## config.mk

```make
export PLATFORM = sky130hd
export DESIGN_NAME = ecw_ram
export DESIGN_NICKNAME = d
export VERILOG_FILES = /design/src/hdl/ecw_ram.sv
export SDC_FILE = /design/constraint.sdc
export NUM_CORES = 1
export LEC_CHECK = 0
export BUFFER_PORTS_ARGS = -buffer_cell sky130_fd_sc_hd__buf_2
export CAP_MARGIN = 25
export CORE_MARGIN = 4
export CORE_UTILIZATION = 53
export DETAILED_ROUTE_END_ITERATION = 7
export PLACE_DENSITY = 0.73
export SLEW_MARGIN = 20
export SYNTH_ARGS = -nofsm -noshare
export SYNTH_HDL_FRONTEND = slang
export SYNTH_SLANG_ARGS = --single-unit
```

## constraint.sdc

```tcl
create_clock -name i_clk -period 1.7 [get_ports i_clk]
set_input_delay 0.085 -clock i_clk [delete_from_list [all_inputs] [get_ports i_clk]]
set_output_delay 0.085 -clock i_clk [all_outputs]
set_load 0.02 [all_outputs]
```

## src/hdl/ecw_ram.sv

```systemverilog
// generic single write port ram with registered read
module ecw_ram #(
    parameter int WIDTH = 8,
    parameter int DEPTH = 16
) (
    input  logic                     i_clk,
    input  logic                     i_we,
    input  logic [$clog2(DEPTH)-1:0] i_waddr,
    input  logic [WIDTH-1:0]         i_wdata,
    input  logic                     i_re,
    input  logic [$clog2(DEPTH)-1:0] i_raddr,
    output logic [WIDTH-1:0]         o_rdata
);
    logic [WIDTH-1:0] r_mem [DEPTH];

    always_ff @(posedge i_clk) begin
        if (i_we) begin
            r_mem[i_waddr] <= i_wdata;
        end
        if (i_re) begin
            o_rdata <= r_mem[i_raddr];
        end
    end
endmodule

```

# Yosys cells after proc, flatten, opt, wreduce, memory -nomap -nowiden
# Memories as Yosys holds them, arrays and structs flattened. A register that Yosys moved wholly into a read port is not among the register bits.
# Cells that the tools add are included.
dict set report totals {
  reg_bits 0
  ramBits 128
  elab_cells 3
  n_memories 1
}
# name depth width read_ports rd_ports_with_merged_regs write_ports line
set memory_table {}
lappend memory_table {r_mem 16 8 1 1 1 14} ;# logic [WIDTH-1:0] r_mem [DEPTH];
dict set report op_classes {
  n_mux 2
}
# operator count
set op_table {}
lappend op_table {{two-way mux 1 bit} 2}

# Longest topological paths before layout
# Gate-level depths: netlist of the first run.
dict set report logic_depth {
  depth_word 2
  depth_mapped 5
}

# Worst setup path after synthesis of the first run
# Ideal clock, no wire load.
dict set report synth_path {
  path_type {in2reg}
  startpoint {input i_waddr[2]}
  endpoint {memory r_mem[0][0] (enable)}
  setup_ns 0.383
  t_arrival_ns 1.195
  required_ns 1.317
  path_slack_ns 0.122
  stages 2
  path_cell_list {or3b_2 nor3_1}
}
# element line
set synth_rtl {}
lappend synth_rtl {{start: declaration} 8} ;# input logic [$clog2(DEPTH)-1:0] i_waddr,
lappend synth_rtl {{end: declaration} 14}
# Straight into the memory's write port.

==> impl_results.md, run 1 <==
* Post-CTS repair timing setup buffer count at 0
* Setup TNS at 0 ns
* Layout cell share with drive strength beyond 1 at a little under a third
* Post-route cell area at 6376 µm²
* Leakage at approximately 0.0022 µW
* Sequence of cells on the critical path: mux4_1 > a22oi_1 > nand2_1
* R2r startpoint: r_mem[0][3]$_DFFE_PP_
* Routed vias/inst at about 6.0
* Gr usage total at 21.07%
* Vias at 2637
* # DRC at 0
* Status: finished clean
* Power per cell area at roughly 1300 nW/µm²
* Area Growth Syn to Fin at 21.97%
* Die H at between 100 and 150 µm
* CTS max path bufs at 2
* Site row count at 35
* Syn Nets at ~250
* Largest net degree at the start of global routing at 33
* DP Wirelength at between 6 and 7 mm
* Logic pwr share at 5.0%
* Worst-path maximum fanout at 1
* Worst VDD drop at ~670 µV
* CP peak stage delay at between 0.5 and 0.6 ns
* Post-Syn Instances at 229
* Internal power at around 6500 µW
* First-pass GRT wire length at 16.75 mm
* RSZ-0062 raised after global routing: false
* Max Slew Vio Count at 0
* Sum of buffers and inverters on the critical path at 0
* Clock slew at reported path FFs at 0.06 ns
* Sw Ratio at a little under 20%
* CTS Sinks at 136
* CORE AREA at between 9000 and 10000 µm²
* Num CTS Buffers at 17
* NetSw at around 1600 µW
* Initial Util at 55.52%
* Minimum clock period at 1.567 ns
* Hold Startpoint: i_waddr[0]
* R2r endpoint: o_rdata[3]$_DFFE_PP_
* DRT antenna net count at 0
* Hold Fails Final Rpt at 0
* Grt ovf at 0
* Crit path kind: register to register
* Reg2Reg Depth at 3
* ANT cells at 0
* Slew @ Worst Pin at 0.4437 ns
* Worst hold path class: input port to register
* Fin Clk Skew at 0.006536 ns
* IO Count at 27
* Flop2flop setup slack at 0.13 ns
* 1st-iter DRT viols at 370
* Fmax at roughly 640 MHz
* Die Width at 107.3 µm
* Reg power frac at between 40% and 50%
* Final period util at between 90% and 100%
* Synth Register Bits at 136
* PortBufs at 26
* Max_cap viols at 0
* Cell family with most CP delay: multiplexers
* GPL Wtd Cong at 0.7774
* H-tree depth at 4
* Slowest CP cell: mux4_1
* Final setup viols at 0
* Syn_area_per_cell at 22.83 µm²
* Clk pwr share at 47.7%
* Drt first pass iters at 5
* Full die area at roughly 12000 µm²
* Relative slew slack at approximately 70%
* Number of global-route vias before repair at 2700
* WHS Endpoint: r_mem[4][2]$_DFFE_PP_
* Mapped cell area at 5228 µm²
* Worst-Skew Late Latency at ~0.51 ns
* Crit. End Element: register
* Number of synthesis warnings at 0
* DR WL/cell at 24.99 µm
* Register area share after synthesis at 78.12%
* Nets at 316
* Required @ worst endpoint at 1.95 ns
* Hold depth at 3
* TritonCTS clock tree: yes
* CP startpoint kind: register
* CTS root buf: clkbuf_8
* Aggregate routed wire length at around 11 mm
* Fill count at 575
* CP arrival at between 1.5 and 2 ns
* Netlist cell types at 18
* Area of placed instances at 5663 µm²
* Initial antenna violation count at 0
==> worst max-delay path by stage <==
| stage | startpoint | endpoint | slack, ns | cells after the start |
|---|---|---|---|---|
| finish | r_mem[0][3]$_DFFE_PP_ | o_rdata[3]$_DFFE_PP_ | 0.13 | 3 |
| global route | r_mem[0][2]$_DFFE_PP_ | o_rdata[2]$_DFFE_PP_ | 0.11 | 3 |
| CTS | r_mem[0][2]$_DFFE_PP_ | o_rdata[2]$_DFFE_PP_ | 0.14 | 3 |
| detailed placement | i_raddr[0] | o_rdata[5]$_DFFE_PP_ | -0.006 | 6 |
| global placement | i_raddr[0] | o_rdata[5]$_DFFE_PP_ | 0.03 | 6 |
| floorplan | i_waddr[2] | r_mem[0][0]$_DFFE_PP_ | 0.12 | 2 |
==> synth_stat cells <==
cell	n	area (µm²)
nand2b_1	2	12.51
clkdlybuf4s25_2	3	30.03
buf_6	3	33.78
nor3_1	4	20.02
nor2_1	13	48.80
buf_2	3	15.01
mux4_1	14	367.9
or3b_2	1	8.760
a22oi_1	16	120.1
and2b_1	1	7.510
buf_4	1	7.510
nand3b_1	2	15.01
nor2b_1	1	6.260
and2_1	1	6.260
edfxtp_1	136	4084
mux4_2	18	405.4
nand2_1	9	33.78
nand3_1	1	5.000
==> placed cells by master (no fill, tap or decap), types with 2 or more instances in the layout <==
cell type	netlist	layout
clkbuf_16	0	16
buf_4	1	20
clkbuf_1	0	2
nor2_1	13	13
clkinv_4	0	2
dlygate4sd3_1	0	9
mux4_1	14	14
mux4_2	18	18
bufinv_16	0	5
buf_12	0	4
nand2b_1	2	2
a22oi_1	16	16
nand2_1	9	9
clkinvlp_4	0	4
nor3_1	4	4
edfxtp_1	136	136
nand3b_1	2	2
buf_2	3	26
==> sequential cells by signal, indices dropped and copies added, names as in the netlist <==
| signal | cells |
|---|---|
| r_mem | 128 |
| o_rdata | 8 |
==> stage by stage <==
step	worst slack (ns)	util (%)	total power (µW)	cells	hold WS (ns)
2_1_floorplan	0.1221	-	4074	229	0.1839
3_5_place_dp	-0.006421	60.15	4253	398	0.4560
3_3_place_gp	0.03243	60.15	4240	398	0.4588
4_1_cts	0.1419	67.72	8081	438	0.1177
5_1_grt	0.1112	67.72	8288	438	0.1445
6_report	0.1327	67.72	8033	438	0.1357
==> area by class of cell <==
class | count | area (µm²) | area share (%)
Sequential cell | 136 | 4084 | 64.05
Multi-Input combinational cell | 83 | 1057 | 16.58
Timing Repair Buffer | 59 | 450.4 | 7.064
Clock buffer | 19 | 421.7 | 6.613
Clock inverter | 12 | 201.4 | 3.159
Tap cell | 129 | 161.4 | 2.531
==> worst min-delay path, cell delays in order <==
cell and delay [ns]:
buf_2 0.14, nor3_1 0.06, buf_4 0.17
==> cells by family (layout without fill, tap and decap cells) <==
group / count (synthesis) / after routing / synth area share (%)
flip-flops: 136 / 136 / 78.12
AND/OR/NAND/NOR: 35 / 35 / 3.136
multiplexers: 32 / 32 / 14.79
AO/OA/AOI/OAI: 16 / 16 / 2.298
buffers and inverters: 10 / 90 / 1.651
==> what timing repair did <==
item,CTS,global route
hold buffers,9,0
hold endpoints to repair,134,0
gates resized for setup,0,0
==> routing by layer <==
metal  wire (µm)  part of all wire (%)  up-vias  track usage, %
li1            -                     -     1117               -
met1        4578                    42     1363           30.03
met2        5436                    50      141           31.99
met3         766                   7.0       16           4.859
met4         164                   1.5        0           8.311
met5           0                     0        -               0
==> power by group through the flow <==
stage | registers, µW | logic [µW] | clock network (µW)
final | 3800 | 403 | 3830
after global routing | 3800 | 435 | 4050
after CTS | 3800 | 405 | 3880
after floorplan | 3880 | 191 | 0
after global placement | 3860 | 377 | 0
after detailed placement | 3870 | 384 | 0
Note: power is estimated with default switching activity, not from simulation.
==> run 2: changes to the inputs <==
--- a/config.mk
+++ b/config.mk
@@ -7,10 +7,12 @@
 export LEC_CHECK = 0
 export BUFFER_PORTS_ARGS = -buffer_cell sky130_fd_sc_hd__buf_2
 export CAP_MARGIN = 25
+export CELL_PAD_IN_SITES_DETAIL_PLACEMENT = 2
+export CELL_PAD_IN_SITES_GLOBAL_PLACEMENT = 2
 export CORE_MARGIN = 4
-export CORE_UTILIZATION = 53
+export CORE_UTILIZATION = 43
 export DETAILED_ROUTE_END_ITERATION = 7
-export PLACE_DENSITY = 0.73
+export PLACE_DENSITY = 0.74
 export SLEW_MARGIN = 20
 export SYNTH_ARGS = -nofsm -noshare
 export SYNTH_HDL_FRONTEND = slang
==> impl_results.md, run 2 (synthesized netlist as in run 1, its figures left out) <==
* Status: finished clean
* CTS root buf: clkbuf_16
* Die Width at 118.3 µm
* Number of global-route vias before repair at 2912
* Leakage at 0.002090 µW
* Worst VDD drop at between 700 and 800 µV
* CTS max path bufs at 2
* Layout cell share with drive strength beyond 1 at 30.67%
* CTS-repair resized insts at 0
* Max_cap viols at 0
* Initial antenna violation count at 0
* Clock slew at reported path FFs at 0.06 ns
* Cts hold-fix bufs at 0
* Initial Util at 43.70%
* M1 wire length at ~5.6 mm
* Commonest non-fill, non-tap cell in the layout: edfxtp_1
* CP arrival at roughly 1.7 ns
* Crit. End Element: register
* Aggregate routed wire length at 12.66 mm
* Final std cells w/o fill at between 400 and 500
* Routed vias/inst at a little under 6
* Dpl cells at 415
* CORE AREA at around 12000 µm²
* Max layer used: met4
* Area of placed instances at roughly 5700 µm²
* Final core utilization at approximately 52%
* Fmax at ~640 MHz
* Reg power frac at 51.0%
* Worst hold path class: input port to register
* DR WL/cell at between 20 and 30 µm
* Max Slew Vio Count at 0
* Met3 WL at about 520 µm
* Fin Clk Skew at roughly 0.0093 ns
* Most frequent cells in the layout: edfxtp_1, buf_2, buf_4
* Area Growth Syn to Fin at 18.09%
* Top flop regs: r_mem x128, o_rdata x8
* CTS Sinks at between 100 and 150
* Power per cell area at 1210 nW/µm²
* Setup TNS at 0 ns
* TritonCTS clock tree: yes
* Site row count at 40
* RSZ-0062 raised after global routing: false
* Max FFs per register at roughly 130
* H-tree depth at 4
* Met2 WL at 6.367 mm
* ANT cells at 0
* Final setup viols at 0
* DP Wirelength at 8.477 mm
* Worst-Skew Late Latency at 0.41 ns
* Largest net degree at the start of global routing at 19
* Nets at ~310
* Register area at 4084 µm²
* PortBufs at 26
* Required @ worst endpoint at about 1.9 ns
* Final period util at approximately nine tenths
* Slew @ Worst Pin at 0.4215 ns
* NetSw at 1574 µW
* IO Count at 27
* Sw Ratio at a little over a fifth
* Vias at 2604
* Logic pwr share at under 10%
* Fill count at 1017
* Num CTS Buffers at 17
* Drt first pass iters at 4
* CP startpoint kind: register
* Internal power at 5897 µW
* Post-CTS repair timing setup buffer count at 0
* DRT antenna net count at 0
* Full die area at roughly 14000 µm²
* Hold Fails Final Rpt at 0
* Gr usage total at approximately 19%
* GPL Wtd Cong at about 0.69
* Die H at 118.3 µm
* # DRC at 0
* Clk pwr share at 43.9%
* Crit path kind: register to register
* Top reg by flops: r_mem
* 1st-iter DRT viols at 230
* Multi-input gate area at around 1100 µm²
* Worst-path maximum fanout at 1
* Post-route cell area at 6173 µm²
* Relative slew slack at 71.90%
* First-pass GRT wire length at 19.28 mm
* Minimum clock period at 1.554 ns
* Grt ovf at 0
run 2: cell count changes in the layout (fill, tap and decap cells not counted):
cell / previous run / this run
dlygate4sd3_1: 9 / 0
clkinv_1: 1 / 6
bufinv_16: 5 / 1
clkinv_2: 0 / 4
buf_12: 4 / 2
clkinv_4: 2 / 0
clkinvlp_4: 4 / 2
buf_4: 20 / 21
clkbuf_16: 16 / 17
clkbuf_8: 1 / 0
run 2: power by group through the flow:
stage / Sequential (µW) / Combinational, µW / Clock, µW
global route: 3810 / 421 / 3520
global placement: 3870 / 368 / 0
CTS: 3810 / 396 / 3340
finish: 3810 / 385 / 3280
detailed placement: 3880 / 392 / 0
floorplan: 3880 / 191 / 0
run 2: metal layers:
| metal | vias to the layer above | GRT usage, % |
|---|---|---|
| li1 | 1096 | - |
| met1 | 1420 | 26.95 |
| met2 | 74 | 30.69 |
| met3 | 14 | 4.115 |
| met4 | 0 | 7.033 |
| met5 | - | 0 |
run 2: final timing paths:
| kind | startpoint | endpoint | slack [ns] | cells after the start |
|---|---|---|---|---|
| setup / recovery | r_mem[10][4]$_DFFE_PP_ | o_rdata[4]$_DFFE_PP_ | 0.15 | 3 |
| hold / removal | i_wdata[5] | r_mem[0][5]$_DFFE_PP_ | 0.06 | 1 |
| setup reg to reg | r_mem[10][4]$_DFFE_PP_ | o_rdata[4]$_DFFE_PP_ | 0.15 | 3 |
| hold reg to reg | r_mem[7][3]$_DFFE_PP_ | o_rdata[3]$_DFFE_PP_ | 0.74 | 3 |
run 2: final cells by class:
type                       instances  area share [%]
clock buffer                      19           7.013
clock inverter                    13           1.419
timing repair buffer              49           5.310
multi-input combinational         83           17.13
sequential                       136           66.15
tap                              147           2.979
run 2: through the flow:
step / setup WS, ns / power (µW) / hold slack [ns]
after detailed placement: -0.03417 / 4268 / 0.4919
after CTS: 0.09549 / 7542 / 0.04756
after global placement: 0.01295 / 4234 / 0.4666
after global routing: 0.06492 / 7753 / 0.06091
final: 0.1460 / 7471 / 0.05945
after floorplan: 0.1221 / 4074 / 0.1839
run 2: critical path: stages, from the launching register on:
cell and delay, ns:
edfxtp_1 0.37, mux4_1 0.51, a22oi_1 0.32, nand2_1 0.09
