==> config.mk <==
export PLATFORM = sky130hd
export DESIGN_NAME = ecw_scan
export DESIGN_NICKNAME = d
export VERILOG_FILES = /design/src/hdl/ecw_pkg.sv /design/src/hdl/ecw_scan.sv
export SDC_FILE = /design/constraint.sdc
export NUM_CORES = 1
export LEC_CHECK = 0
export BUFFER_PORTS_ARGS = -buffer_cell sky130_fd_sc_hd__buf_4
export CAP_MARGIN = 30
export CORE_MARGIN = 1.5
export CORE_UTILIZATION = 44
export DETAILED_ROUTE_END_ITERATION = 12
export GPL_ROUTABILITY_DRIVEN = 0
export PLACE_DENSITY = 0.86
export SYNTH_ARGS = -nofsm -noshare
export SYNTH_HDL_FRONTEND = slang
export SYNTH_SLANG_ARGS = --single-unit
export TNS_END_PERCENT = 30
==> constraint.sdc <==
create_clock -name i_clk -period 3.7 [get_ports i_clk]
set_clock_uncertainty 0.1 [all_clocks]
set_input_delay 0.555 -clock i_clk [delete_from_list [all_inputs] [get_ports i_clk]]
set_output_delay 0.555 -clock i_clk [all_outputs]
set_load 0.02 [all_outputs]
==> src/hdl/ecw_pkg.sv <==
// shared types, codes and defaults of the euler circuit walker
package ecw_pkg;

    localparam int KIND_W   = 2;
    localparam int VTX_W    = 6;
    localparam int CNT_W    = 11;
    localparam int STATUS_W = 3;

    localparam int DEF_MAX_VERTICES = 64;
    localparam int DEF_STACK_DEPTH  = 2048;

    // largest edge count the store accepts, before the stack depth bound
    localparam int EDGE_CAP = 2046;

    // bits of an adjacency row examined per scan cycle
    localparam int SCAN_CW = 8;

    typedef enum logic [KIND_W-1:0] {
        KIND_ADD   = 2'd0,
        KIND_CLEAR = 2'd1,
        KIND_BUILD = 2'd2,
        KIND_POP   = 2'd3
    } t_kind;

    typedef enum logic [STATUS_W-1:0] {
        ST_ADDED     = 3'd0,
        ST_REJECTED  = 3'd1,
        ST_BUILT     = 3'd2,
        ST_VERTEX    = 3'd3,
        ST_EXHAUSTED = 3'd4,
        ST_CLEARED   = 3'd5
    } t_status;

    typedef enum logic [3:0] {
        S_IDLE,
        S_DECODE,
        S_ADD_CHK,
        S_ADD_B,
        S_B_READ,
        S_B_LOAD,
        S_B_SCAN,
        S_B_DEL,
        S_B_POP_WAIT,
        S_POP_WAIT,
        S_EMIT
    } t_state;

    typedef struct packed {
        logic done;
        logic found;
    } t_scan_rsp;

endpackage

==> src/hdl/ecw_scan.sv <==
// iterative lowest-set-bit search over one adjacency row
module ecw_scan import ecw_pkg::*; #(
    parameter int NV = DEF_MAX_VERTICES
) (
    input  logic                  i_clk,
    input  logic                  i_rst_n,
    input  logic                  i_start,
    input  logic [NV-1:0]         i_row,
    output t_scan_rsp             o_rsp,
    output logic [$clog2(NV)-1:0] o_index
);
    localparam int VW  = $clog2(NV);
    localparam int NCH = (NV + SCAN_CW - 1) / SCAN_CW;
    localparam int CIW = (NCH > 1) ? $clog2(NCH) : 1;
    localparam int PW  = NCH * SCAN_CW;
    localparam int PIW = $clog2(SCAN_CW);

    logic               r_busy;
    logic [CIW-1:0]     r_cnt;
    logic [PW-1:0]      w_pad;
    logic [SCAN_CW-1:0] w_chunk;
    logic [PIW-1:0]     w_pos;
    logic               w_hit;
    logic               w_last;
    logic [CIW+PIW-1:0] w_idx;

    assign w_pad   = PW'(i_row);
    assign w_chunk = w_pad[r_cnt*SCAN_CW +: SCAN_CW];
    assign w_hit   = |w_chunk;
    assign w_last  = (r_cnt == CIW'(NCH - 1));

    // priority encode, lowest bit wins
    always_comb begin
        w_pos = '0;
        for (int i = SCAN_CW - 1; i >= 0; i--) begin
            if (w_chunk[i]) begin
                w_pos = PIW'(i);
            end
        end
    end

    assign w_idx       = {r_cnt, w_pos};
    assign o_index     = VW'(w_idx);
    assign o_rsp.done  = r_busy && (w_hit || w_last);
    assign o_rsp.found = r_busy && w_hit;

    always_ff @(posedge i_clk) begin
        if (!i_rst_n) begin
            r_busy <= 1'b0;
            r_cnt  <= '0;
        end else if (i_start) begin
            r_busy <= 1'b1;
            r_cnt  <= '0;
        end else if (r_busy) begin
            if (o_rsp.done) begin
                r_busy <= 1'b0;
            end else begin
                r_cnt <= r_cnt + CIW'(1);
            end
        end
    end
endmodule

## Yosys cells after proc, flatten, opt, wreduce, memory -nomap -nowiden

Index checks and enable logic that the tools add are counted.

| word-level totals | value |
|---|---|
| bits in registers | 4 |
| bits of input ports | 67 |
| output and inout port bits | 8 |
| logic and storage cells | 24 |

| operators by class | value |
|---|---|
| add/subtract/negate cells | 1 |
| equal/unequal tests | 1 |
| shifts and indexed selects | 1 |
| mux-type cells | 11 |
| bitwise logic cells | 2 |
| reductions and logical operators | 6 |

Operators by type and width:

| cell | number |
|---|---|
| 64-bit by 7-bit indexed part select with 8-bit output | 1 |
| 3-bit two-way mux | 8 |
| 8-bit OR reduction | 1 |
| 3-bit by 1-bit adder with 3-bit output, second input constant | 1 |
| 3-bit == test, second input constant | 1 |
| 1-bit two-way mux | 3 |
| 1-bit logical AND | 2 |
| 1-bit inverter | 2 |
| 2-bit AND reduction | 1 |
| 2-bit OR reduction | 1 |
| 1-bit logical OR | 1 |

## Depth between registers and ports, before layout

Gate-level depths: netlist of run 1.

| depth | value |
|---|---|
| depth in word-level cells | 9 |
| gate-level depth with buffers | 8 |
| depth with buffers taken out | 6 |

## Least setup slack after synthesis of run 1

No wires, ideal clock.

| timing | value |
|---|---|
| path kind | reg2out |
| from | register r_cnt[2] |
| to | output o_index[0] |
| arrival | 2108 ps |
| setup slack | 937 ps |
| stages on the path, launching flop included | 7 |
| cell sequence | dfxtp_1 buf_2 buf_1 buf_2 a21oi_1 mux4_2 o221ai_1 |

| on the way | value |
|---|---|
| longest elaborated chain between the ends | 9 |

Ends and longest elaborated chain:

| item | line | source |
|---|---|---|
| from (decl) | ecw_scan.sv:19 | `logic [CIW-1:0] r_cnt;` |
| from (signal assigned) | ecw_scan.sv:58 | `r_cnt <= r_cnt + CIW'(1);` |
| 64-bit by 7-bit indexed part select with 8-bit output (*) | ecw_scan.sv:28 | `assign w_chunk = w_pad[r_cnt*SCAN_CW +: SCAN_CW];` |
| 3-bit two-way mux (7 in a row) | ecw_scan.sv:36 | `if (w_chunk[i]) begin` |
| 3-bit two-way mux (*) | ecw_scan.sv:36 |  |
| to (decl) | ecw_scan.sv:10 | `output logic [$clog2(NV)-1:0] o_index` |

Every way passes the cells marked *; elsewhere a longest branch is shown, timed or not.

## Worst setup path in the final report of run 1

Same ends and word-level chain as after synthesis.

==> results.txt, run 1 <==
The run finished with clean final reports. The number of iterations in the first detailed-routing pass was 4. In this run the most critical hold path is launched from i_rst_n.

The antenna violation net count after detailed routing was 0; the worst-case setup slack after placement was 686 ps. The worst-case IR drop observed on VDD is 0.000115 V. The slew of the pin with the lowest slew margin is 983 ps, and the total routed wirelength is 3100 um. Setup violations remaining at the end of the flow were counted as 0. The tools report the number of buffers created by CTS as 3.

The number of levels the H-tree was split into is 1, and the average size of a mapped cell is 8.32 um^2. Once the clock tree was built, the setup fixing pass inserted 0 buffers. The layout filler cell count came out at 180. The final worst-path cycle share was 89.4%; the maximum clock path buffer count was 2.

For the worst setup path, the data required time is 3040 ps. The routed design could run at a clock period as short as 3310 ps. The final route contains 1253 vias.

Post-detailed-route via-to-cell ratio: 5.70. The internal power of the cells was 0.148 mW; the number of cell instances on the worst register-to-register path was 6. Relative to the synthesized area, the layout overhead comes to 56.8%. The total congestion overflow came out at 0. In the synthesized netlist, the number of instances is 122. Clock insertion delay at the later pin of the skew report: 250 ps. TritonCTS built the clock tree.

The initialized floorplan defines 17 standard-cell rows. The logs give 46.3% for the effective utilization at floorplan and 0 for the number of antenna violations at the first check in global routing. The run gives 0 as the number of warnings issued by yosys. The number of hold buffers added after CTS was 0.

Combinational logic is responsible for 50.9% of the overall power. The highest net fanout along the worst path was 45; the net count reported at finish was 263. The area of the die is 2600 um^2, and the worst slew margin relative to its limit is 34.5%. Worst hold-check path type: input port to flop. The tools report the number of clock sinks seen by CTS as 4.

The worst setup path is captured at a primary output. The largest stage delay on the critical path was 970 ps; the final routed DRC violation total was 0. The via count of the first global-routing pass is 1142, and the proportion of synthesized chip area in sequential cells is 7.89%. Counting instances, the worst hold path has a depth of 2. The port buffer count is 74. The maximum number of pins on one net before global-route repair was 46. Global routing used 24.2% of the available tracks across all layers. The setup path with the least slack is of type flop to primary output. The region available for standard cell placement spans 2190 um^2. Summed over all cells, the static leakage comes to 0.656 nW.

The clock slew at the register clock pins of the worst setup and hold paths is 40 ps. Setup repair after global routing left no endpoint under its margin. The worst setup path is launched from a flop.

In this run the critical register-to-register path is launched from r_cnt[2]. Counting every net in the synthesized netlist gives 191. The switching power share of the total is 28.7%, and the total power density per cell area is 130 nW/um^2. In this run the horizontal extent of the chip is 51.0 um. In this run, the number of DRC markers left after iteration 0 of detailed routing was 16. The die is 51.0 um tall. The library cell contributing the largest single delay on the critical path is sky130_fd_sc_hd__dfxtp_2. For the power dissipated by switching net loads, the log shows 0.0594 mW. Summed over all failing endpoints, the final setup total negative slack is 0 ps.

CTS placed an instance of sky130_fd_sc_hd__clkbuf_4 at the clock tree root. In this run, the clock network consumes 27.7% of the power. The first global-routing pass estimated 4870 um of wire. Setup slack on the critical path of the routed design comes to 392 ps. The repair_antennas step left the layout with diodes totalling 0. The ratio of cells with drive above 1 in the final layout came out at 47.4%.

Based on the critical path, the design can be clocked at up to 302 MHz. The synthesized netlist occupies a cell area of 1010 um^2. Tracing the worst setup path back leads to its startpoint at r_cnt[2].

The logs give 75 for the number of I/O pins and 2650 ps for the worst endpoint data arrival time. The signal on the critical path passes through mux4_2, mux2i_4, nor2b_1, o21a_1, a31oi_1, o221ai_1, buf_4. The number of max-capacitance violations reported was 0; the post-cts repair resize count was 0.

The max-slew violation count was 0; the hold violation count in the final report was 0. Summed over all nets, the half-perimeter wirelength after detailed placement is 2560 um. The tools report the sequential fraction of design power as 21.4%.

Final hold analysis gives a worst-case slack of 425 ps. The synthesized design contains 4 register bits. The run gives 36 as the count of different cell masters after synthesis.

The wire length per cell was 14.1 um.
-- cell usage in the layout, fill, tap and decap left out, types with 2 or more instances in the layout --
| cell type | netlist | layout |
|---|---|---|
| sky130_fd_sc_hd__nand3_1 | 9 | 9 |
| sky130_fd_sc_hd__a22oi_1 | 2 | 2 |
| sky130_fd_sc_hd__nor2b_1 | 3 | 3 |
| sky130_fd_sc_hd__nand2_1 | 14 | 14 |
| sky130_fd_sc_hd__ha_1 | 2 | 2 |
| sky130_fd_sc_hd__mux2i_4 | 2 | 2 |
| sky130_fd_sc_hd__nor3_1 | 7 | 7 |
| sky130_fd_sc_hd__a21oi_1 | 4 | 4 |
| sky130_fd_sc_hd__buf_4 | 0 | 75 |
| sky130_fd_sc_hd__nand4_1 | 4 | 4 |
| sky130_fd_sc_hd__inv_1 | 2 | 2 |
| sky130_fd_sc_hd__nor3b_1 | 3 | 3 |
| sky130_fd_sc_hd__o21ai_0 | 5 | 5 |
| sky130_fd_sc_hd__nand2b_1 | 2 | 2 |
| sky130_fd_sc_hd__mux4_2 | 5 | 5 |
| sky130_fd_sc_hd__clkbuf_4 | 0 | 3 |
| sky130_fd_sc_hd__a31oi_1 | 2 | 2 |
| sky130_fd_sc_hd__dfxtp_1 | 4 | 3 |
| sky130_fd_sc_hd__o221ai_1 | 2 | 2 |
| sky130_fd_sc_hd__o21a_1 | 3 | 3 |
| sky130_fd_sc_hd__nor2_1 | 5 | 5 |
| sky130_fd_sc_hd__mux2i_1 | 20 | 20 |
| sky130_fd_sc_hd__and2_1 | 2 | 2 |
-- synth_stat cells --
cell type	n	area, um^2
sky130_fd_sc_hd__and2_1	2	12.5
sky130_fd_sc_hd__mux2i_1	20	200
sky130_fd_sc_hd__o21a_1	3	22.5
sky130_fd_sc_hd__mux2_2	1	11.3
sky130_fd_sc_hd__nand4b_4	1	23.8
sky130_fd_sc_hd__nand2_1	14	52.6
sky130_fd_sc_hd__dfxtp_1	4	80.1
sky130_fd_sc_hd__buf_2	6	30.0
sky130_fd_sc_hd__a21oi_1	4	20.0
sky130_fd_sc_hd__o2bb2ai_1	1	8.76
sky130_fd_sc_hd__nor2_1	5	18.8
sky130_fd_sc_hd__o21ai_0	5	25.0
sky130_fd_sc_hd__nand3_1	9	45.0
sky130_fd_sc_hd__buf_1	1	3.75
sky130_fd_sc_hd__nand4_1	4	25.0
sky130_fd_sc_hd__mux4_2	5	113
sky130_fd_sc_hd__inv_1	2	7.51
sky130_fd_sc_hd__nand2b_1	2	12.5
sky130_fd_sc_hd__o2111ai_4	1	26.3
sky130_fd_sc_hd__and2b_1	1	7.51
sky130_fd_sc_hd__nor2b_1	3	18.8
sky130_fd_sc_hd__a211oi_1	1	7.51
sky130_fd_sc_hd__o32a_1	1	10.0
sky130_fd_sc_hd__ha_1	2	25.0
sky130_fd_sc_hd__a21boi_1	1	7.51
sky130_fd_sc_hd__mux2i_4	2	45.0
sky130_fd_sc_hd__nor3b_1	3	22.5
sky130_fd_sc_hd__nor3b_4	1	18.8
sky130_fd_sc_hd__a31oi_1	2	12.5
sky130_fd_sc_hd__nand3b_1	1	7.51
sky130_fd_sc_hd__nor3_1	7	35.0
sky130_fd_sc_hd__buf_6	1	11.3
sky130_fd_sc_hd__o221ai_1	2	17.5
sky130_fd_sc_hd__a22oi_1	2	15.0
sky130_fd_sc_hd__o32ai_1	1	8.76
sky130_fd_sc_hd__nand2_2	1	6.26
-- area by class of cell --
class	instances	area (um^2)	share of cell area, %
Clock buffer	3	22.5	1.42
Inverter	2	7.51	0.472
Timing Repair Buffer	75	563	35.4
Multi-Input combinational cell	108	882	55.4
Sequential cell	4	81.3	5.11
Tap cell	28	35.0	2.20
-- final timing paths --
check	to	slack (ps)
worst max-delay path	o_index[0]	390
worst min-delay path	r_busy	420
worst max register to register	r_cnt[1]	1100
worst min register to register	r_cnt[2]	540
-- power by group through the flow --
stage / logic, mW / registers [mW] / clock network, mW
2_1_floorplan: 0.0379 / 0.0449 / 0
3_3_place_gp: 0.102 / 0.0450 / 0
3_5_place_dp: 0.105 / 0.0451 / 0
4_1_cts: 0.106 / 0.0444 / 0.0593
5_1_grt: 0.113 / 0.0443 / 0.0645
6_report: 0.105 / 0.0444 / 0.0574
-- metal layers --
metal / part of all wire, % / GRT usage (%)
met1: 38 / 26.9
met2: 55 / 46.8
met3: 6.4 / 3.80
met4: 0.77 / 6.31
met5: 0 / 0
-- critical path: cells and delay by family (launching register included) --
family / cells / cell delay, ps
AO/OA/AOI/OAI: 3 / 490
buffers and inverters: 1 / 210
flip-flops: 1 / 970
multiplexers: 2 / 640
AND/OR/NAND/NOR: 1 / 90
-- kinds of logic (layout without fill, tap and decap cells) --
family / Yosys count / in the layout / synth area share (%)
AND/OR/NAND/NOR: 54 / 54 / 30.2
adder cells (fa/ha/maj): 2 / 2 / 2.47
multiplexers: 28 / 28 / 36.4
buffers and inverters: 10 / 80 / 5.18
flip-flops: 4 / 4 / 7.89
AO/OA/AOI/OAI: 24 / 24 / 17.9
-- state kept, by name, indices dropped and copies added, names as in the netlist --
signal,count
r_cnt,3
r_busy,1
-- stage by stage --
step	total power, mW	instances	util (%)	area (um^2)
2_1_floorplan	0.0828	122	-	1010
3_3_place_gp	0.146	217	71.6	1570
3_5_place_dp	0.150	217	71.6	1570
4_1_cts	0.209	220	72.6	1590
5_1_grt	0.222	220	72.6	1590
6_report	0.207	220	72.6	1590
(Power assumes the default switching activity.)
==> run 2, diff against run 1 <==
--- a/config.mk
+++ b/config.mk
@@ -5,10 +5,11 @@
 export SDC_FILE = /design/constraint.sdc
 export NUM_CORES = 1
 export LEC_CHECK = 0
+export ABC_AREA = 1
 export BUFFER_PORTS_ARGS = -buffer_cell sky130_fd_sc_hd__buf_4
 export CAP_MARGIN = 30
 export CORE_MARGIN = 1.5
-export CORE_UTILIZATION = 44
+export CORE_UTILIZATION = 45
 export DETAILED_ROUTE_END_ITERATION = 12
 export GPL_ROUTABILITY_DRIVEN = 0
 export PLACE_DENSITY = 0.86
==> run 2 against run 1 <==
  * Die area increased by 5.9%
  * Non-clock buffer count increased by 1
  * Combinational power about the same
  * Hold slack improved by 47 ps
  * Total power decreased by 2.9%
  * Flip-flop and latch count unchanged
  * Via count increased by 21%
  * Synthesized area increased by 8.6%
  * Count of clock-buffer cells in the layout unchanged
  * Routed wire length unchanged
  * Largest power group unchanged
==> results.txt, run 2 <==
The number of antenna violations at the first check in global routing was 0 (unchanged); the number of clock sinks seen by CTS was 4 (unchanged). The async set or reset register ratio after synthesis was 0% (unchanged). The clock insertion delay at the later pin of the skew report is 240 ps (about the same).

The port buffer count works out to 74 (unchanged). Average size of a mapped cell: 4.79 um^2 (-42%). The run finished with clean final reports. Ranked by flip-flop count, first place goes to r_cnt.

The logs give 21 (-42%) for the count of different cell masters after synthesis and 369 (+40%) for the net count reported at finish. For the worst endpoint data arrival time, the log shows 2280 ps (-370 ps). The area of the die came out at 2760 um^2 (+5.9%).

The tools report the proportion of synthesized chip area in sequential cells as 7.26% (-0.63 points). The run gives 2520 um (-1.9%) as the sum of net half-perimeters after detailed placement. Final worst-path cycle share: 79.3% (-10 points). The maximum number of pins on one net before global-route repair was 33 (-28%). Number of synthesized flops with an enable pin: 0 (unchanged). The post-route setup TNS came out at 0 ps (unchanged).

The via count of the first global-routing pass is 1406 (+23%). The synthesized area came out at 1100 um^2 (+8.6%). The total of endpoints with negative setup slack in the final report came out at 0 (unchanged).

The post-CTS setup-driven buffer insertion count was 0 (unchanged); the global-route total usage across every layer was 25.2% (+1.0 points). The tools report the global-route wire length before repair as 5380 um (+10%). The number of levels the H-tree was split into was 1 (unchanged). The worst supply voltage drop on vdd is 0.000129 V (+12%).

The run gives 1.07 nW (+63%) as the static leakage. The fmax is 341 MHz (+13%), and the total of hold buffers inserted after clock tree synthesis is 0 (unchanged). The tools report the worst-case setup slack after placement as 1060 ps (+373 ps).

By startpoint and endpoint, the worst setup path is classified as flop to primary output. Number of iterations in the first detailed-routing pass: 4 (unchanged). The number of buffers created by CTS was 3 (unchanged). The placement-stage cell area was 1620 um^2 (+3.1%); the slew of the pin with the lowest slew margin was 677 ps (-306 ps). The clock slew at the register clock pins of the worst setup and hold paths is 40 ps (about the same). The number of nets produced by synthesis was 299 (+57%). The total congestion overflow came out at 0 (unchanged). The library cells used most frequently in the layout, excluding fill and tap cells, are sky130_fd_sc_hd__nand2_1, sky130_fd_sc_hd__buf_4, sky130_fd_sc_hd__inv_1. The hold violation count in the final report came out at 0 (unchanged). Ranked by instance count, the synthesized netlist is headed by sky130_fd_sc_hd__nand2_1, sky130_fd_sc_hd__inv_1, sky130_fd_sc_hd__nand3_1. Flip-flop and latch count after synthesis: 4 (unchanged).

Number of placement rows: 17 (unchanged). The proportion of netlist area held by the largest area contributor works out to 36.4% (+17 points). Of all cell types, the one taking the most synthesized area is sky130_fd_sc_hd__nand2_1. The die height was 52.5 um (+2.9%); the floorplan die width was 52.5 um (+2.9%).

The run gives 3100 um (unchanged) as the total routed wirelength. The worst hold-check path type was input port to flop. For the final routed DRC violation total, the log shows 0 (unchanged). The total power consumption of the routed design was 0.201 mW (-2.9%).

The run gives 3040 ps (about the same) as the data required time at the worst endpoint. In the post-synthesis netlist, the biggest area contributors are sky130_fd_sc_hd__nand2_1, sky130_fd_sc_hd__nand3_1, sky130_fd_sc_hd__inv_1. The tools report the number of I/O pins as 75 (unchanged). Max-slew violation count: 0 (unchanged). Among all flip-flop cells after synthesis, the most frequent one is sky130_fd_sc_hd__dfxtp_1.

In the final layout, the registers with the most flip-flops are r_cnt (3), r_busy (1). DRC violation total after the first TritonRoute iteration: 30 (+14). In the post-synthesis netlist, the cell with the most instances is sky130_fd_sc_hd__nand2_1. The ratio of cells with drive above 1 in the final layout is 29.5% (-18 points). The maximum clock path buffer count was 2 (unchanged); the post-detailed-route via-to-cell ratio was 4.64 (-18%). The number of flip-flops under the largest register name was 3 (unchanged); the instance count of the mapped netlist was 230 (+89%).

For the overall via count from detail_route, the log shows 1514 (+21%). The tightest hold margin is 472 ps (+46.8 ps). Number of diodes added for antenna fixing: 0 (unchanged). The worst setup path is launched from a flop.

The run gives 2250 um^2 (+2.9%) as the placeable core region. The number of warnings issued by yosys was 0 (unchanged); the wire length per cell was 9.52 um (-33%). The highest net fanout along the worst path came out at 19 (-58%).

Post-cts repair resize count: 0 (unchanged). Setup repair after global routing left no endpoint under its margin. The final cell area excluding filler cells is 1640 um^2 (+3.1%). The root buffer cell is sky130_fd_sc_hd__clkbuf_4.

Clock period minus worst slack: 2940 ps (-373 ps). The growth of design area from synthesis to finish was 48.8%; the effective utilization at floorplan was 48.9% (+2.6 points). Type of element capturing the critical path: a primary output. The final worst-path setup slack came out at 765 ps (+373 ps). Antenna violation net count after detailed routing: 0 (unchanged). The total power density per cell area is 123 nW/um^2 (-5.8%), and the worst slew margin relative to its limit is 54.8% (+20 points). TritonCTS built the clock tree. The run gives 0 (unchanged) as the number of max-capacitance violations reported. The most common library cell in the layout ignoring fill and taps is sky130_fd_sc_hd__nand2_1.
[run 2: cell types whose count changed in the layout (fill, tap and decap cells not counted), sizes merged, moves of 5 or more]
cell   before  now
nand2      15  110
nor2        5   10
nand3       9   38
mux4        5    0
nor3        7    1
mux2i      22    0
inv         2   46
[run 2: layer usage]
metal / global-route usage [%] / share of wire (%)
met1: 28.6 / 43
met2: 46.9 / 49
met3: 3.43 / 6.5
met4: 9.40 / 1.4
met5: 0 / 0
[run 2: path summary, 6_finish.rpt]
path              startpoint        to  slack, ps  cells after the start
hold / removal       i_rst_n    r_busy        470                      3
setup reg to reg    r_cnt[1]  r_cnt[0]       1510                     11
hold reg to reg       r_busy    r_busy        530                      2
setup / recovery    r_cnt[1]  o_rsp[1]        760                     10
[run 2: critical path: stages (launching register included)]
cell and delay [ps]:
sky130_fd_sc_hd__dfxtp_1 750, sky130_fd_sc_hd__inv_2 270, sky130_fd_sc_hd__nand3_1 150, sky130_fd_sc_hd__nand3_1 70, sky130_fd_sc_hd__nand2_1 110, sky130_fd_sc_hd__nand2_2 90, sky130_fd_sc_hd__nor2_4 170, sky130_fd_sc_hd__nand2_2 80
sky130_fd_sc_hd__o21ai_0 150, sky130_fd_sc_hd__inv_1 60, sky130_fd_sc_hd__buf_4 150
[run 2: stage by stage]
step           instances  util (%)
2_1_floorplan        230         -
3_3_place_gp         323      71.8
3_5_place_dp         323      71.8
4_1_cts              326      72.8
5_1_grt              326      72.8
6_report             326      72.8
[run 2: power by group]
part	switching (mW)	internal, mW
logic	0.0387	0.0628
clock network	0.0182	0.0363
registers	0.00119	0.0440
total	0.0581	0.143
[run 2: area by class of cell]
class                      instances  area, um^2
timing repair buffer              76         571
clock buffer                       3        22.5
inverter                          47         179
fill                             227         614
tap                               28        35.0
multi-input combinational        168         753
sequential                         4        80.1
[run 2: kinds of logic (layout without fill, tap and decap cells)]
| group | after synthesis | count (layout) | share of synthesized area, % |
|---|---|---|---|
| buffers and inverters | 58 | 126 | 24.4 |
| DFF | 4 | 4 | 7.26 |
| AOI/OAI and AO/OA | 6 | 6 | 3.29 |
| and+or+nand+nor | 160 | 160 | 62.8 |
| adders and majority gates | 2 | 2 | 2.27 |
==> run 3, diff against run 2 <==
--- a/config.mk
+++ b/config.mk
@@ -9,10 +9,10 @@
 export BUFFER_PORTS_ARGS = -buffer_cell sky130_fd_sc_hd__buf_4
 export CAP_MARGIN = 30
 export CORE_MARGIN = 1.5
-export CORE_UTILIZATION = 45
+export CORE_UTILIZATION = 38
 export DETAILED_ROUTE_END_ITERATION = 12
 export GPL_ROUTABILITY_DRIVEN = 0
-export PLACE_DENSITY = 0.86
+export PLACE_DENSITY = 0.77
 export SYNTH_ARGS = -nofsm -noshare
 export SYNTH_HDL_FRONTEND = slang
 export SYNTH_SLANG_ARGS = --single-unit
==> constraint.sdc (replaced) <==
create_clock -name i_clk -period 2.4 [get_ports i_clk]
set_clock_uncertainty 0.1 [all_clocks]
set_input_delay 0.36 -clock i_clk [delete_from_list [all_inputs] [get_ports i_clk]]
set_output_delay 0.36 -clock i_clk [all_outputs]
set_load 0.02 [all_outputs]
==> run 3 against run 2 <==
  * Critical endpoint unchanged
  * Count of clock-buffer cells in the layout unchanged
  * Flip-flop and latch count unchanged
  * Cell area increased by 4.4%
  * Via count decreased by 0.33%
  * Setup slack got worse by 630 ps
  * Routed wire length decreased by 2.1%
  * Hold slack got worse by 190 ps
  * Utilization decreased by 11 points
  * Total power increased by 54%
  * Register-to-register slack got worse by 900 ps
  * Sequential power increased by 51%
==> results.txt, run 3 (synthesized netlist as in run 2, its figures left out) <==
The run finished with clean final reports. The antenna violation net count after detailed routing was 0 (unchanged). The number of flip-flops under the largest register name works out to 3 (unchanged).

The combinational share of power is 50.9% (+0.4 points). Most common library cell in the layout ignoring fill and taps: sky130_fd_sc_hd__nand2_1. The placeable core region was 2760 um^2 (+22%).

STA classifies the critical path startpoint as a flop. Fmax: 442 MHz. The net count reported at finish is 374 (+1.4%), and the growth of design area from synthesis to finish is 55.4%. For the internal power of the cells, the log shows 0.221 mW (+54%). The global-route total usage across every layer is 19.6% (-5.6 points), and the final worst-path cycle share is 94.3%. The worst hold-check path type was input port to flop.

The static leakage was 1.10 nW (+3.3%). The final design utilization was 62.1% (-11 points); the total routed wirelength was 3040 um (-2.1%). The maximum number of pins on one net before global-route repair was 33 (unchanged). The tools report the worst slew margin relative to its limit as 81.1% (+26 points). The data required time at the worst endpoint was 1940 ps (-1100 ps). The clock slew at the register clock pins of the worst setup and hold paths was 40 ps (about the same); the global-route wire length before repair was 5280 um (-1.8%). The share of total power in the clock network was 27.1% (about the same); the number of buffers and inverters on the critical path was 3 (unchanged). The number of clock sinks seen by CTS was 4 (unchanged); the port buffer count was 74 (unchanged). The number of levels the H-tree was split into came out at 1 (unchanged). Power dissipated by switching net loads: 0.0895 mW (+54%). Traced cell by cell, the critical path runs through buf_12, nand2_1, nand3_1, nand3_1, nand2_1, nand2_2, nor2_4, nand2_2, o21ai_0, inv_1, buf_4.

The run gives 1800 ps (-480 ps) as the worst endpoint data arrival time. TritonCTS built the clock tree. For the via count of the first global-routing pass, the log shows 1331 (-5.3%). The tools report the final cell area excluding filler cells as 1710 um^2 (+4.4%). The post-detailed-route via-to-cell ratio is 4.52 (-2.7%), and the number of iterations in the first detailed-routing pass is 5 (+1).

The tools report the hold violation count in the final report as 0 (unchanged). The run gives 22.0% (-0.4 points) as the sequential fraction of design power. For the number of antenna violations at the first check in global routing, the log shows 0 (unchanged). Sum of net half-perimeters after detailed placement: 2330 um (-7.2%). For the finished layout, the period the worst path requires is 2260 ps.

The largest registers in the layout are r_cnt (3), r_busy (1). The total power density per cell area is 181 nW/um^2 (+48%), and the tightest hold margin is 277 ps (-195 ps). The number of buffers created by CTS is 3 (unchanged). The die height is 56.9 um (+8.3%). The placement-stage cell area was 1640 um^2 (+1.6%); the highest net fanout along the worst path was 21 (+2). By startpoint and endpoint, the worst setup path is classified as flop to primary output. Leaving out fill and tap cells, the most frequent cells in the layout are sky130_fd_sc_hd__nand2_1, sky130_fd_sc_hd__buf_4, sky130_fd_sc_hd__inv_1. The tools report the maximum clock path buffer count as 2 (unchanged). On the critical path, the stage with the largest delay is an instance of sky130_fd_sc_hd__dfxtp_4. The ratio of cells with drive above 1 in the final layout works out to 31.4% (+1.8 points). The run gives 271 ps (-788 ps) as the worst-case setup slack after placement. The final routed DRC violation total is 0 (unchanged). The largest stage delay on the critical path was 400 ps (-350 ps); the total congestion overflow was 0 (unchanged). The floorplan die width is 56.9 um (+8.3%), and the switching power share of the total is 28.8% (-0.056 points).

The total of endpoints with negative setup slack in the final report came out at 0 (unchanged). For the number of I/O pins, the log shows 75 (unchanged). The effective utilization at floorplan is 40.0% (-8.9 points), and the slew of the pin with the lowest slew margin is 282 ps (-394 ps).

The tools report the number of placement rows as 19 (+2). The worst supply voltage drop on vdd was 0.000350 V (+170%); the final worst-path setup slack was 137 ps (-628 ps). Number of diodes added for antenna fixing: 0 (unchanged). Post-route setup TNS: 0 ps (unchanged). The area of the die is 3230 um^2 (+17%). The total of hold buffers inserted after clock tree synthesis was 0 (unchanged); the max-slew violation count was 0 (unchanged).

DRC violation total after the first TritonRoute iteration: 74 (+150%). The wire length per cell was 9.10 um (-4.4%); the overall via count from detail_route was 1509 (-0.33%). The kind of cell with the highest combined delay along the critical path is simple AND/OR/NAND/NOR gates. The tools report the clock insertion delay at the later pin of the skew report as 240 ps (about the same). The run gives 0 (unchanged) as the number of max-capacitance violations reported. The tools report the type of element capturing the critical path as a primary output.

The root buffer cell was sky130_fd_sc_hd__clkbuf_4. The top register by number of flip-flops was r_cnt.
==> run 3: layout make-up <==
class / count / area [um^2]
clock buffer: 3 / 22.5
fill: 284 / 1040
inverter: 47 / 184
multi-input combinational: 168 / 756
sequential: 4 / 83.8
tap: 31 / 38.8
timing repair buffer: 81 / 628
==> run 3: through the flow <==
stage / power (mW) / cells
floorplan: 0.132 / 230
global placement: 0.226 / 329
detailed placement: 0.226 / 329
CTS: 0.314 / 332
global route: 0.342 / 334
finish: 0.311 / 334
==> run 3: per-layer routing <==
metal | track usage [%] | part of all wire [%] | wire length (um) | vias up
li1 | - | - | - | 830
met1 | 23.8 | 42 | 1290 | 623
met2 | 35.7 | 49 | 1480 | 56
met3 | 5.53 | 8.8 | 267 | 0
met4 | 0.997 | 0 | 0 | 0
met5 | 0 | 0 | 0 | -
==> run 3: what timing repair did <==
item                                   in CTS  in global routing
endpoints found under the hold margin       0                  0
setup endpoints to repair                   0                  3
gates resized for setup                     0                 11
buffers inserted                            0                  2
==> run 3: power groups by stage <==
| stage | clock [mW] | sequential (mW) | combinational, mW |
|---|---|---|---|
| after floorplan | 0 | 0.0700 | 0.0616 |
| after global placement | 0 | 0.0703 | 0.156 |
| after detailed placement | 0 | 0.0703 | 0.156 |
| after CTS | 0.0874 | 0.0693 | 0.157 |
| after global routing | 0.0950 | 0.0683 | 0.178 |
| final | 0.0843 | 0.0682 | 0.158 |
==> run 3: worst paths after layout <==
check,startpoint,end,slack (ps),cells after the start
hold / removal,i_rst_n,r_busy,280,3
setup / recovery,r_cnt[0],o_rsp[1],140,11
hold reg to reg,r_busy,r_busy,500,2
setup reg to reg,r_cnt[0],r_cnt[2],610,12
==> run 3: worst register-to-register path: cells and delay by family (launching register included) <==
kind,cells,cell delay [ps]
and+or+nand+nor,9,800
DFF,1,400
buffers and inverters,3,380
